`config.mk`:
```
export PLATFORM = sky130hd
export DESIGN_NAME = http_request_line_parser_core
export DESIGN_NICKNAME = d
export VERILOG_FILES = /design/src/sv/hrlp_pkg.sv /design/src/sv/hrlp_classify.sv /design/src/sv/http_request_line_parser_core.sv
export SDC_FILE = /design/constraint.sdc
export NUM_CORES = 1
export LEC_CHECK = 0
export ABC_AREA = 1
export BUFFER_PORTS_ARGS = -buffer_cell sky130_fd_sc_hd__clkbuf_2
export CORE_MARGIN = 5
export CORE_UTILIZATION = 60
export DETAILED_ROUTE_END_ITERATION = 16
export GPL_TIMING_DRIVEN = 0
export HOLD_SLACK_MARGIN = 0.08
export PLACE_DENSITY_LB_ADDON = 0.3
export SLEW_MARGIN = 10
export SYNTH_ARGS = -nofsm -noshare
export SYNTH_HDL_FRONTEND = slang
export SYNTH_SLANG_ARGS = --single-unit
```
`constraint.sdc`:
```
create_clock -name i_clk -period 4.2 [get_ports i_clk]
set_input_delay 0 -clock i_clk [delete_from_list [all_inputs] [get_ports i_clk]]
set_output_delay 0 -clock i_clk [all_outputs]
set_load 0.05 [all_outputs]
```
`src/sv/hrlp_pkg.sv`:
```
// Shared types and constants for the HTTP request line parser.
// No dependencies; imported by hrlp_classify and http_request_line_parser_core.
`timescale 1ns / 1ps
`default_nettype none

package hrlp_pkg;

    localparam int OFF_W     = 12;
    localparam int STATUS_W  = 3;
    localparam int VERSION_W = 11;
    localparam int MINOR_W   = 10;

    localparam logic [STATUS_W-1:0] ST_MORE        = 3'd0;
    localparam logic [STATUS_W-1:0] ST_DONE        = 3'd1;
    localparam logic [STATUS_W-1:0] ST_BAD_METHOD  = 3'd2;
    localparam logic [STATUS_W-1:0] ST_BAD_REQUEST = 3'd3;
    localparam logic [STATUS_W-1:0] ST_BAD_VERSION = 3'd4;
    localparam logic [STATUS_W-1:0] ST_TOO_LONG    = 3'd5;

    localparam logic [VERSION_W-1:0] VERSION_BASE  = 11'd1000;
    localparam logic [MINOR_W-1:0]   MINOR_LIMIT   = 10'd99;

    // one bit per byte value: set for plain URI bytes
    localparam logic [255:0] USUAL_MAP = {
        32'hffffffff, 32'hffffffff, 32'hffffffff, 32'hffffffff,
        32'hffffffff, 32'hffffffff, 32'h7fff37d6, 32'hffffdbfe
    };

    typedef struct packed {
        logic       usual;
        logic       method;
        logic       digit;
        logic       nz_digit;
        logic [3:0] digit_val;
        logic       is_cr;
        logic       is_lf;
        logic       is_sp;
        logic       is_slash;
        logic       is_dot;
        logic       is_one;
        logic       is_g;
        logic       is_e;
        logic       is_h;
        logic       is_t;
        logic       is_p;
    } t_byte_class;

endpackage

`default_nettype wire

```
`src/sv/hrlp_classify.sv`:
```
// Byte classifier: decodes one request byte into character classes.
// Depends on hrlp_pkg.
`timescale 1ns / 1ps
`default_nettype none

module hrlp_classify (
    input  wire logic [7:0]           i_byte,
    output hrlp_pkg::t_byte_class     o_class
);
    import hrlp_pkg::*;

    always_comb begin
        o_class           = '0;
        o_class.usual     = USUAL_MAP[i_byte];
        o_class.method    = (i_byte >= 8'h41 && i_byte <= 8'h5a) || i_byte == 8'h5f
                            || i_byte == 8'h2d;
        o_class.digit     = i_byte >= 8'h30 && i_byte <= 8'h39;
        o_class.nz_digit  = i_byte >= 8'h31 && i_byte <= 8'h39;
        o_class.digit_val = i_byte[3:0];
        o_class.is_cr     = i_byte == 8'h0d;
        o_class.is_lf     = i_byte == 8'h0a;
        o_class.is_sp     = i_byte == 8'h20;
        o_class.is_slash  = i_byte == 8'h2f;
        o_class.is_dot    = i_byte == 8'h2e;
        o_class.is_one    = i_byte == 8'h31;
        o_class.is_g      = i_byte == 8'h47;
        o_class.is_e      = i_byte == 8'h45;
        o_class.is_h      = i_byte == 8'h48;
        o_class.is_t      = i_byte == 8'h54;
        o_class.is_p      = i_byte == 8'h50;
    end

endmodule

`default_nettype wire

```
`src/sv/http_request_line_parser_core.sv`:
```
// Top level of the HTTP request line parser: input register, parse state, result register.
// Depends on hrlp_pkg and hrlp_classify.
//
//   channel | handshake               | payload
//   --------+-------------------------+------------------------------------------
//   in      | i_valid, o_stall        | i_data_byte
//   out     | o_valid, i_stall        | o_status, o_http_version, o_uri_begin,
//           |                         | o_uri_finish, o_ext_begin, o_ext_present,
//           |                         | o_proto_begin, o_line_finish, o_uri_had_space
//
// One byte per cycle while i_stall is low; an accepted byte waits in the input register, then its status is registered.
// The parse step is combinational between the input register and the result register.
// Synchronous active-low reset empties both registers and returns the parser to start.
// A stall on the out side holds the result register and backs up into o_stall.
`timescale 1ns / 1ps
`default_nettype none

module http_request_line_parser_core #(
    parameter int LINE_BUFFER_BYTES = 4096
) (
    input  wire logic                           i_clk,
    input  wire logic                           i_rst_n,
    input  wire logic                           i_valid,
    output      logic                           o_stall,
    input  wire logic [7:0]                     i_data_byte,
    output      logic                           o_valid,
    input  wire logic                           i_stall,
    output      logic [hrlp_pkg::STATUS_W-1:0]  o_status,
    output      logic [hrlp_pkg::VERSION_W-1:0] o_http_version,
    output      logic [hrlp_pkg::OFF_W-1:0]     o_uri_begin,
    output      logic [hrlp_pkg::OFF_W-1:0]     o_uri_finish,
    output      logic [hrlp_pkg::OFF_W-1:0]     o_ext_begin,
    output      logic                           o_ext_present,
    output      logic [hrlp_pkg::OFF_W-1:0]     o_proto_begin,
    output      logic [hrlp_pkg::OFF_W-1:0]     o_line_finish,
    output      logic                           o_uri_had_space
);
    import hrlp_pkg::*;

    localparam int CNT_W = $clog2(LINE_BUFFER_BYTES + 1);

    typedef enum logic [3:0] {
        PH_START, PH_METHOD, PH_PRE_URI, PH_SLASH, PH_URI, PH_POST_URI,
        PH_T1, PH_T2, PH_P, PH_VSLASH, PH_MAJOR, PH_DOT, PH_MINOR1, PH_MINOR,
        PH_TRAIL, PH_LF
    } t_phase;

    logic               r_in_valid;
    logic [7:0]         r_in_byte;
    logic               r_out_valid;

    t_phase             r_phase, n_phase;
    logic [CNT_W-1:0]   r_offset, n_offset;
    logic [2:0]         r_mlen, n_mlen;
    logic               r_is_get, n_is_get;
    logic [OFF_W-1:0]   r_uri_begin, n_uri_begin;
    logic [OFF_W-1:0]   r_uri_finish, n_uri_finish;
    logic [OFF_W-1:0]   r_ext_begin, n_ext_begin;
    logic               r_ext_valid, n_ext_valid;
    logic [OFF_W-1:0]   r_proto_begin, n_proto_begin;
    logic [OFF_W-1:0]   r_cr_off, n_cr_off;
    logic [MINOR_W-1:0] r_minor, n_minor;
    logic               r_space_seen, n_space_seen;

    logic [STATUS_W-1:0]  r_status, n_status;
    logic [VERSION_W-1:0] r_version, n_version;
    logic [OFF_W-1:0]     r_o_uri_begin, n_o_uri_begin;
    logic [OFF_W-1:0]     r_o_uri_finish, n_o_uri_finish;
    logic [OFF_W-1:0]     r_o_ext_begin, n_o_ext_begin;
    logic                 r_o_ext_present, n_o_ext_present;
    logic [OFF_W-1:0]     r_o_proto_begin, n_o_proto_begin;
    logic [OFF_W-1:0]     r_o_line_finish, n_o_line_finish;
    logic                 r_o_space, n_o_space;

    t_byte_class        cls;
    logic               out_adv;
    logic               step;
    logic [OFF_W-1:0]   off;
    logic               u_bad, u_dot, u_slash, u_space;
    t_phase             u_phase;
    logic [STATUS_W-1:0] st;
    logic               done;

    hrlp_classify u_classify (
        .i_byte  (r_in_byte),
        .o_class (cls)
    );

    assign out_adv = !r_out_valid || !i_stall;
    assign step    = r_in_valid && out_adv;
    assign o_stall = r_in_valid && !out_adv;
    assign off     = OFF_W'(r_offset);

    always_comb begin
        u_bad   = 1'b0;
        u_dot   = 1'b0;
        u_slash = 1'b0;
        u_space = 1'b0;
        u_phase = PH_URI;
        if (cls.usual) begin
            u_phase = PH_URI;
        end else if (cls.is_slash) begin
            u_slash = 1'b1;
            u_phase = PH_SLASH;
        end else if (cls.is_dot) begin
            u_dot = 1'b1;
        end else if (cls.is_sp) begin
            u_space = 1'b1;
            u_phase = PH_POST_URI;
        end else begin
            u_bad = 1'b1;
        end
    end

    always_comb begin
        n_phase       = r_phase;
        n_offset      = r_offset;
        n_mlen        = r_mlen;
        n_is_get      = r_is_get;
        n_uri_begin   = r_uri_begin;
        n_uri_finish  = r_uri_finish;
        n_ext_begin   = r_ext_begin;
        n_ext_valid   = r_ext_valid;
        n_proto_begin = r_proto_begin;
        n_cr_off      = r_cr_off;
        n_minor       = r_minor;
        n_space_seen  = r_space_seen;
        st            = ST_MORE;
        done          = 1'b0;

        if (r_phase != PH_START && r_offset >= CNT_W'(LINE_BUFFER_BYTES)) begin
            st = ST_TOO_LONG;
        end else begin
            case (r_phase)
                PH_START: begin
                    if (!(cls.is_cr || cls.is_lf)) begin
                        if (!cls.method) begin
                            st = ST_BAD_METHOD;
                        end else begin
                            n_mlen   = 3'd1;
                            n_is_get = cls.is_g;
                            n_phase  = PH_METHOD;
                        end
                    end
                end
                PH_METHOD: begin
                    if (cls.is_sp) begin
                        if (r_mlen == 3'd3 && r_is_get) begin
                            n_phase = PH_PRE_URI;
                        end else begin
                            st = ST_BAD_METHOD;
                        end
                    end else if (!cls.method) begin
                        st = ST_BAD_METHOD;
                    end else begin
                        if ((r_mlen == 3'd1 && !cls.is_e) || (r_mlen == 3'd2 && !cls.is_t)
                            || r_mlen >= 3'd3) begin
                            n_is_get = 1'b0;
                        end
                        if (r_mlen < 3'd4) begin
                            n_mlen = r_mlen + 3'd1;
                        end
                    end
                end
                PH_PRE_URI: begin
                    if (cls.is_slash) begin
                        n_uri_begin = off;
                        n_phase     = PH_SLASH;
                    end else if (!cls.is_sp) begin
                        st = ST_BAD_REQUEST;
                    end
                end
                PH_SLASH: begin
                    if (cls.usual) begin
                        n_phase = PH_URI;
                    end else if (cls.is_sp) begin
                        n_uri_finish = off;
                        n_phase      = PH_POST_URI;
                    end else begin
                        st = ST_BAD_VERSION;
                    end
                end
                PH_URI, PH_POST_URI: begin
                    if (r_phase == PH_POST_URI && cls.is_sp) begin
                        n_phase = PH_POST_URI;
                    end else if (r_phase == PH_POST_URI && (cls.is_cr || cls.is_lf)) begin
                        st = ST_BAD_VERSION;
                    end else if (r_phase == PH_POST_URI && cls.is_h) begin
                        n_proto_begin = off;
                        n_phase       = PH_T1;
                    end else begin
                        if (r_phase == PH_POST_URI) begin
                            n_space_seen = 1'b1;
                        end
                        n_phase = u_phase;
                        if (u_slash) begin
                            n_ext_valid = 1'b0;
                        end
                        if (u_dot) begin
                            n_ext_begin = off + OFF_W'(1);
                            n_ext_valid = 1'b1;
                        end
                        if (u_space) begin
                            n_uri_finish = off;
                        end
                        if (u_bad) begin
                            st = ST_BAD_REQUEST;
                        end
                    end
                end
                PH_T1: begin
                    if (cls.is_t) n_phase = PH_T2;
                    else          st = ST_BAD_REQUEST;
                end
                PH_T2: begin
                    if (cls.is_t) n_phase = PH_P;
                    else          st = ST_BAD_REQUEST;
                end
                PH_P: begin
                    if (cls.is_p) n_phase = PH_VSLASH;
                    else          st = ST_BAD_REQUEST;
                end
                PH_VSLASH: begin
                    if (cls.is_slash) n_phase = PH_MAJOR;
                    else              st = ST_BAD_REQUEST;
                end
                PH_MAJOR: begin
                    if (!cls.nz_digit)    st = ST_BAD_REQUEST;
                    else if (!cls.is_one) st = ST_BAD_VERSION;
                    else                  n_phase = PH_DOT;
                end
                PH_DOT: begin
                    if (cls.is_dot)      n_phase = PH_MINOR1;
                    else if (!cls.digit) st = ST_BAD_REQUEST;
                    else                 st = ST_BAD_VERSION;
                end
                PH_MINOR1: begin
                    if (cls.digit) begin
                        n_minor = MINOR_W'(cls.digit_val);
                        n_phase = PH_MINOR;
                    end else begin
                        st = ST_BAD_REQUEST;
                    end
                end
                PH_MINOR: begin
                    if (cls.is_cr) begin
                        n_cr_off = off;
                        n_phase  = PH_LF;
                    end else if (cls.is_lf) begin
                        done = 1'b1;
                    end else if (cls.is_sp) begin
                        n_phase = PH_TRAIL;
                    end else if (!cls.digit || r_minor > MINOR_LIMIT) begin
                        st = ST_BAD_REQUEST;
                    end else begin
                        n_minor = (r_minor << 3) + (r_minor << 1) + MINOR_W'(cls.digit_val);
                    end
                end
                PH_TRAIL: begin
                    if (cls.is_cr) begin
                        n_cr_off = off;
                        n_phase  = PH_LF;
                    end else if (cls.is_lf) begin
                        done = 1'b1;
                    end else if (!cls.is_sp) begin
                        st = ST_BAD_REQUEST;
                    end
                end
                PH_LF: begin
                    if (cls.is_lf) done = 1'b1;
                    else           st = ST_BAD_REQUEST;
                end
                default: begin
                    st = ST_BAD_REQUEST;
                end
            endcase
        end

        n_status        = st;
        n_version       = '0;
        n_o_uri_begin   = '0;
        n_o_uri_finish  = '0;
        n_o_ext_begin   = '0;
        n_o_ext_present = 1'b0;
        n_o_proto_begin = '0;
        n_o_line_finish = '0;
        n_o_space       = 1'b0;

        if (st == ST_MORE && done) begin
            n_status        = ST_DONE;
            n_version       = VERSION_BASE + VERSION_W'(r_minor);
            n_o_uri_begin   = r_uri_begin;
            n_o_uri_finish  = r_uri_finish;
            n_o_ext_begin   = r_ext_valid ? r_ext_begin : '0;
            n_o_ext_present = r_ext_valid;
            n_o_proto_begin = r_proto_begin;
            n_o_line_finish = (r_phase == PH_LF) ? r_cr_off : off;
            n_o_space       = r_space_seen;
        end

        if (st != ST_MORE || done) begin
            n_phase       = PH_START;
            n_offset      = '0;
            n_mlen        = '0;
            n_is_get      = 1'b1;
            n_uri_begin   = '0;
            n_uri_finish  = '0;
            n_ext_begin   = '0;
            n_ext_valid   = 1'b0;
            n_proto_begin = '0;
            n_cr_off      = '0;
            n_minor       = '0;
            n_space_seen  = 1'b0;
        end else if (n_phase != PH_START) begin
            n_offset = r_offset + CNT_W'(1);
        end
    end

    always_ff @(posedge i_clk) begin
        if (!i_rst_n) begin
            r_in_valid    <= 1'b0;
            r_out_valid   <= 1'b0;
            r_phase       <= PH_START;
            r_offset      <= '0;
            r_mlen        <= '0;
            r_is_get      <= 1'b1;
            r_uri_begin   <= '0;
            r_uri_finish  <= '0;
            r_ext_begin   <= '0;
            r_ext_valid   <= 1'b0;
            r_proto_begin <= '0;
            r_cr_off      <= '0;
            r_minor       <= '0;
            r_space_seen  <= 1'b0;
        end else begin
            if (!o_stall) begin
                r_in_valid <= i_valid;
            end
            if (out_adv) begin
                r_out_valid <= r_in_valid;
            end
            if (step) begin
                r_phase       <= n_phase;
                r_offset      <= n_offset;
                r_mlen        <= n_mlen;
                r_is_get      <= n_is_get;
                r_uri_begin   <= n_uri_begin;
                r_uri_finish  <= n_uri_finish;
                r_ext_begin   <= n_ext_begin;
                r_ext_valid   <= n_ext_valid;
                r_proto_begin <= n_proto_begin;
                r_cr_off      <= n_cr_off;
                r_minor       <= n_minor;
                r_space_seen  <= n_space_seen;
            end
        end
    end

    always_ff @(posedge i_clk) begin
        if (!o_stall && i_valid) begin
            r_in_byte <= i_data_byte;
        end
        if (step) begin
            r_status        <= n_status;
            r_version       <= n_version;
            r_o_uri_begin   <= n_o_uri_begin;
            r_o_uri_finish  <= n_o_uri_finish;
            r_o_ext_begin   <= n_o_ext_begin;
            r_o_ext_present <= n_o_ext_present;
            r_o_proto_begin <= n_o_proto_begin;
            r_o_line_finish <= n_o_line_finish;
            r_o_space       <= n_o_space;
        end
    end

    assign o_valid         = r_out_valid;
    assign o_status        = r_status;
    assign o_http_version  = r_version;
    assign o_uri_begin     = r_o_uri_begin;
    assign o_uri_finish    = r_o_uri_finish;
    assign o_ext_begin     = r_o_ext_begin;
    assign o_ext_present   = r_o_ext_present;
    assign o_proto_begin   = r_o_proto_begin;
    assign o_line_finish   = r_o_line_finish;
    assign o_uri_had_space = r_o_space;

endmodule

`default_nettype wire

```
**Word level (Yosys, flattened, before mapping)**

Memories as Yosys holds them, arrays and structs flattened. A register that Yosys moved wholly into a read port is not among the register bits.
Index checks and enable logic that the tools add are counted.
W data, S select, Z words.

- Add/subtract/negate cells: 6
- Order comparisons: 10
- Mux-type cells: 149
- Equal/unequal tests: 52
- Reduce and logical (&&, ||, !) cells: 62

Operators by type and width:

| operator | number |
|---|---|
| $mux W12 | 30 |
| $mux W4 | 24 |
| $mux W10 | 7 |
| $mux W3 | 21 |
| $pmux W4 S14 | 1 |
| $ne A3 B3 Y1 const B | 17 |
| $eq A8 B7 Y1 const B | 6 |
| $pmux W3 S14 | 1 |
| $mux W1 | 41 |
| $eq A8 B6 Y1 const B | 5 |
| $eq A4 B4 Y1 const B | 8 |
| $mux W2 | 16 |
| $mux W13 | 2 |
| $pmux W12 S2 | 1 |
| $reduce_and A8 Y1 | 3 |
| $reduce_and A7 Y1 | 3 |
| $pmux W10 S2 | 1 |
| $reduce_bool A2 Y1 | 9 |
| $eq A4 B3 Y1 const B | 4 |
| $eq A8 B4 Y1 const B | 2 |
| $ge A8 B6 Y1 const B | 2 |
| $reduce_bool A3 Y1 | 5 |
| $logic_and A1 B1 Y1 | 14 |
| $add A13 B1 Y13 const B | 1 |
| other kinds (31) | 55 |

- Memories: 1
- Logic and storage cells: 304
- ROM bits: 256
- Bits in registers: 179

Memory list:

| memory | depth | width | rd ports | clocked after Yosys merged registers in | wr ports | RTL line | source |
|---|---|---|---|---|---|---|---|
| (no name shown) | 256 | 1 | 1 | 1 | 0 | hrlp_classify.sv:14 | `o_class.usual = USUAL_MAP[i_byte];` |

**Depth between registers and ports, before layout**

- Depth after elaboration: 15
- Depth in mapped cells: 18
- Depth with buffers taken out: 17

**By module**

Synthesis repeated with hierarchy kept, for this count alone.

- Cells, all modules: 1115
- Area, all modules: 8838.5 um^2

By module, submodules not included:

| module | seq. area each (um^2) | cells an instance | instances | area an instance (um^2) |
|---|---|---|---|---|
| http_request_line_parser_core | 4424.2 | 1023 | 1 | 8373.0 |
| hrlp_classify | 0.0 | 92 | 1 | 465.4 |

**Worst setup path after synthesis**

Ideal clock, no wire load.

- Kind: register -> register
- Start point: register r_out_valid, in the netlist o_valid
- End point: register r_o_ext_begin[0], in the netlist o_ext_begin[0], enable pin
- Buffers on the path: 2
- Setup slack: 0.212 ns
- Arrival: 3.518 ns
- Library setup time: 0.470 ns
- Cell stages (with the launch flop): 6
- Required time: 3.730 ns
- Cell sequence: dfxtp_1 > nand2_1 > inv_1 > nor2_1 > clkbuf_1 > clkbuf_1

- Word-level cells in the longest chain between the ends: 3

Ends and longest elaborated chain:

| what | RTL line | source |
|---|---|---|
| start: declaration | http_request_line_parser_core.sv:50 | `logic r_out_valid;` |
| start signal: assignment | http_request_line_parser_core.sv:340 | `r_out_valid <= r_in_valid;` |
| $logic_not A1 Y1 | http_request_line_parser_core.sv:89 | `assign out_adv = !r_out_valid \|\| !i_stall;` |
| $logic_or A1 B1 Y1 | http_request_line_parser_core.sv:89 |  |
| $logic_and A1 B1 Y1 | http_request_line_parser_core.sv:90 | `assign step = r_in_valid && out_adv;` |
| named net step | http_request_line_parser_core.sv:77 | `logic step;` |
| end signal: assignment | http_request_line_parser_core.sv:368 | `r_o_ext_begin <= n_o_ext_begin;` |
| end: declaration | http_request_line_parser_core.sv:69 | `logic [OFF_W-1:0] r_o_ext_begin, n_o_ext_begin;` |

The timed path passes the listed nets, and every way through them passes these cells.
A chain may end at the register's enable or synchronous reset.

**Worst setup path in the final report**

- Start point: register r_phase[1]
- End point: register r_uri_finish[10]

- Word-level cells in the longest chain between the ends: 11
- Elaborated cells on any way between the ends: 45

Ends and longest elaborated chain:

| what | RTL line | source |
|---|---|---|
| start: declaration | http_request_line_parser_core.sv:52 | `t_phase r_phase, n_phase;` |
| start signal: assignment | http_request_line_parser_core.sv:343 | `r_phase <= n_phase;` |
| $eq A4 B3 Y1 | - |  |
| $logic_and A1 B1 Y1 | http_request_line_parser_core.sv:188 | `end else if (r_phase == PH_POST_URI && cls.is_h) begin` |
| $mux W2 | http_request_line_parser_core.sv:188 |  |
| $mux W3 | http_request_line_parser_core.sv:186 | `end else if (r_phase == PH_POST_URI && (cls.is_cr \|\| cls.is_lf)) begin` |
| $mux W3 | http_request_line_parser_core.sv:184 | `if (r_phase == PH_POST_URI && cls.is_sp) begin` |
| $pmux W3 S14 | http_request_line_parser_core.sv:134 | `case (r_phase)` |
| $mux W3 | http_request_line_parser_core.sv:131 | `if (r_phase != PH_START && r_offset >= CNT_W'(LINE_BUFFER_BYTES)) begin` |
| $reduce_bool A3 Y1 | http_request_line_parser_core.sv:301 | `if (st != ST_MORE \|\| done) begin` |
| $logic_or A1 B1 Y1 | http_request_line_parser_core.sv:301 |  |
| $ne A3 B3 Y1 (no source line) (tied with other cells) | - |  |
| $reduce_and A9 Y1 (no source line) | - |  |
| end signal: assignment | http_request_line_parser_core.sv:348 | `r_uri_finish <= n_uri_finish;` |
| end: declaration | http_request_line_parser_core.sv:57 | `logic [OFF_W-1:0] r_uri_finish, n_uri_finish;` |

Parallel ways exist; a longest one is shown, timed or not. The select of a mux whose other input is x is not followed.

==> metrics.sh <==
SYNTHESIS.AREA_PER_INSTANCE_SQ_UM=7.93
CLOCK_TREE.HTREE_LEVEL_COUNT=4
SLEW_HEADROOM_PCT=42.9
SYNTH_NETS=1186
DRCVIOLATIONCOUNT=0
ANTENNA_VIOLATIONS_BEFORE_REPAIR=0
WORST_SETUP_PATH_ENDPOINT='r_uri_finish[10]$_SDFFE_PN0P_'
POWER.SHARE.COMBINATIONAL_PCT=9.9
CTS.CLK_SLEW.WORST_PATHS_NS=0.07
SYNTH_TOP_FLOP_CELL='dfxtp_1'
DETAIL-ROUTE-ANTENNA-NETS=0
CLK-INSERTION-DELAY-LATE_NS=0.44
CTS_POST_SETUP_BUFFERS_INSERTED=0
VIA_COUNT_OF_THE_FIRST_GLOBAL_ROUTING_PASS=7697
DIE_W_UM=133
MAX_SLEW.WORST_PIN.SLEW_NS=0.849
CRIT_PATH_START='r_phase[1]$_SDFFE_PN0P_'
TOTAL_ROUTING_RESOURCE_UTILIZATION_AFTER_GLOBAL_ROUTING_PCT=26.7
IO-PIN-COUNT=90
DRT-VIAS-PER-INSTANCE=5.47
NFILLCELLS=1190
INITIAL_STANDARD_CELL_UTILIZATION_OF_THE_CORE_PCT=60.5
CLOCK_PATH_BUFFERS=2
PATH_CLASS='reg2reg'
POWER_SWITCHING_uW=1020
DETAILROUTE.VIA_COUNT=8027
PLACE_INST=1425
CELLPOWERDENSITY_nW_PER_UM2=369
REQUIRED_TIME_REPORTED_FOR_THE_CRITICAL_PATH_ENDPOINT_NS=4.51
REG2REG_SETUP_SLACK_NS=0.90
FLIP_FLOP_COUNT_OF_THE_LARGEST_REGISTER_ALL_COPIES_AND_WORDS_ADDED=13
ROUTED_WIRELENGTH_MM=23.5
CTS.REPAIR.RESIZED=0
PLACE_WORST_SETUP_SLACK_NS=1.08
YOSYS_WARNINGS=0
P_CLK_SHARE_PCT=40.6
SEQUENTIALPOWERSHARE_PCT=49.5
MAX_FLOP_REGISTER='r_offset'
FF2FF_PATH_DEPTH=13
FIN_SETUP_TNS_NS=0
ANTENNA_CELLS_INSERTED=0
HOLD_CLASS='in2reg'
GRT_OVERFLOW=0
IR_WORST_VDD_mV=0.284
CTS.SINKS=180
FP.DIEAREA_SQ_UM=17700
LAYOUT.CELLS.MOST_COMMON='nand2_1'
MAX_CAP_VIOLATIONS=0
POST-ROUTE-WORST-SETUP-SLACK_NS=0.899
ENDPOINT_KIND='flip-flop'
POST_SYNTH_NUM_CELL_TYPES=45
CLOCK_TREE_ROOT='clkbuf_16'
FINAL_CELL_MIX='nand2_1, nor2_1, inv_1'
SYNTH-SEQ-AREA-SHARE_PCT=48.8
ARRIVAL_NS=3.61
POSTSYNTHREGISTERBITS=180
RSZ0062_AT_GRT='no'
DRIVE_ABOVE_1_SHARE_PCT=13.5
ROWS=45
PLACE_CONGESTION=0.949
ASYNC_RESET_FF_SHARE_PCT=0
FMAXACHIEVABLE_MHz=303
NNETSFINAL=1304
FIRST_PASS_ITERS=5
OUTCOME='finished, final reports clean'
FIN_CRIT_SH_PCT=78.6
AREA_GROWTH_FROM_SYNTHESIS_TO_LAYOUT_PCT=15.3
TRITONCTS.NUM_BUFFERS=17
FINALPOWER_uW=3870
INTERNAL_POWER_uW=2850
CRIT_PATH_START_KIND='flip-flop'
WORST_HOLD_STARTPOINT='i_valid'
CORE_AREA_SQ_UM=15000
WORSTREG2REGSTART='r_phase[1]$_SDFFE_PN0P_'
P_LEAK_uW=0.00411
SYNTHESIS.INSTANCES=1148
R2R-END='r_uri_finish[10]$_SDFFE_PN0P_'
GRT_START_MAX_NET_PINS=63
WORST-PATH-MAX-FANOUT=10
WL_PER_CELL_UM=16.0
POWER_SWITCHING_SHARE_PCT=26.4
FINALHOLDVIOLATIONS=0
DIE_H_UM=133
MAPPEDNETLISTAREA_SQ_UM=9100
TIMING.FINAL.MAX_SLEW_VIOLATIONS=0
REPORT.FINAL.SETUP_VIOL=0
GRT_PASS1_WL_MM=38.1
FINAL_CELL_COUNT_NO_FILL=1467
TIMING.FINAL.CRIT_PERIOD_NS=3.30
TRITONCTS='built'
PORT_BUFFER_CELLS=88
FIN_WORST_SKEW_NS=0.0116
DP_HPWL_MM=17.2
DETAILEDROUTE.FIRSTITERATIONVIOLATIONS=741
SYNTH_EDF_COUNT=84
per-stage QoR:
step / util, % / cell area [sq um] / hold WS (ns)
6_report: 69.8 / 10500 / 0.176
5_1_grt: 69.8 / 10500 / 0.233
4_1_cts: 69.8 / 10500 / 0.153
3_5_place_dp: 65.2 / 9810 / 0.191
3_3_place_gp: 65.0 / 9780 / 0.190
2_1_floorplan: - / 9100 / 0.0989
power groups by stage:
stage	sequential (uW)	combinational (uW)	clock (uW)
after floorplan	2030	197	0
after global placement	1960	357	0
after detailed placement	1960	370	0
after CTS	1920	380	1570
after global routing	1920	418	1650
final	1920	383	1570
cell families (layout without fill, tap and decap cells):
| kind of cell | Yosys count | after routing | synth area share [%] |
|---|---|---|---|
| AOI/OAI and AO/OA | 162 | 162 | 9.75 |
| xor gates and xnor gates | 14 | 14 | 1.35 |
| adders and majority gates | 26 | 26 | 3.74 |
| buffers and inverters | 192 | 323 | 8.55 |
| DFF | 180 | 180 | 48.8 |
| and+or+nand+nor | 574 | 574 | 27.8 |
per-layer routing:
layer	part of all wire, %	GRT usage [%]	up-vias
met5	0	0	-
met4	2.5	9.43	0
met3	6.9	5.78	48
met2	48	44.1	296
met1	43	35.0	3691
li1	-	-	3992
how the worst min path moves through the flow:
stage                               to  slack, ns  cells after the start
3_5_place_dp    r_in_byte[7]$_DFFE_PP_       0.19                      1
5_1_grt        r_in_valid$_SDFFE_PN0N_       0.23                      4
2_1_floorplan   r_in_byte[0]$_DFFE_PP_        0.1                      0
6_report       r_in_valid$_SDFFE_PN0N_       0.18                      4
4_1_cts        r_in_valid$_SDFFE_PN0N_       0.15                      4
3_3_place_gp    r_in_byte[6]$_DFFE_PP_       0.19                      1
layout make-up:
type,instances,area [sq um],share of cell area (%)
buffer,49,245,2.34
clock buffer,21,460,4.39
clock inverter,11,123,1.17
inverter,143,537,5.12
multi-input combinational,776,3880,37.0
sequential,180,4440,42.4
tap,188,235,2.24
timing repair buffer,99,568,5.42
repair_timing:
item | in CTS | in global routing
hold buffers | 10 | 0
endpoints found under the setup margin | 0 | 0
hold endpoints to repair | 16 | 0
critical path: stages, from the launching register on:
cell and delay, ns:
dfxtp_1 0.37, inv_1 0.17, nand2_1 0.18, nor2_2 0.29
inv_1 0.11, nor4_1 0.66, inv_1 0.18, o2111ai_1 0.13
nor2_1 0.06, o21ai_0 0.32, inv_1 0.17, clkbuf_1 0.28
nand2_1 0.17, a21oi_1 0.08
synth_stat cells (2+ instances only):
master | number | share of area, %
nor2_2 | 6 | 0.41
xor2_1 | 12 | 1.2
nand4_1 | 21 | 1.4
xnor2_1 | 2 | 0.19
buf_1 | 8 | 0.33
nor2_4 | 12 | 1.5
nand3b_1 | 3 | 0.25
inv_2 | 4 | 0.16
ha_1 | 24 | 3.3
edfxtp_1 | 84 | 28
clkinv_1 | 2 | 0.083
a21oi_1 | 95 | 5.2
nor2_1 | 202 | 8.3
o31ai_1 | 4 | 0.33
clkbuf_1 | 24 | 0.99
buf_2 | 9 | 0.49
dfxtp_1 | 96 | 21
nand2_2 | 4 | 0.27
a211oi_1 | 13 | 1.1
inv_1 | 137 | 5.7
nor4_1 | 2 | 0.14
or2_2 | 6 | 0.41
nand2_1 | 207 | 8.5
buf_4 | 3 | 0.25
o21ai_0 | 34 | 1.9
nor3b_1 | 2 | 0.16
buf_6 | 3 | 0.37
nor3_1 | 10 | 0.55
o2111ai_1 | 3 | 0.29
fa_1 | 2 | 0.44
o21ai_1 | 4 | 0.22
a31oi_1 | 3 | 0.21
o211ai_1 | 2 | 0.16
nand3_1 | 94 | 5.2
(Power assumes the default switching activity.)
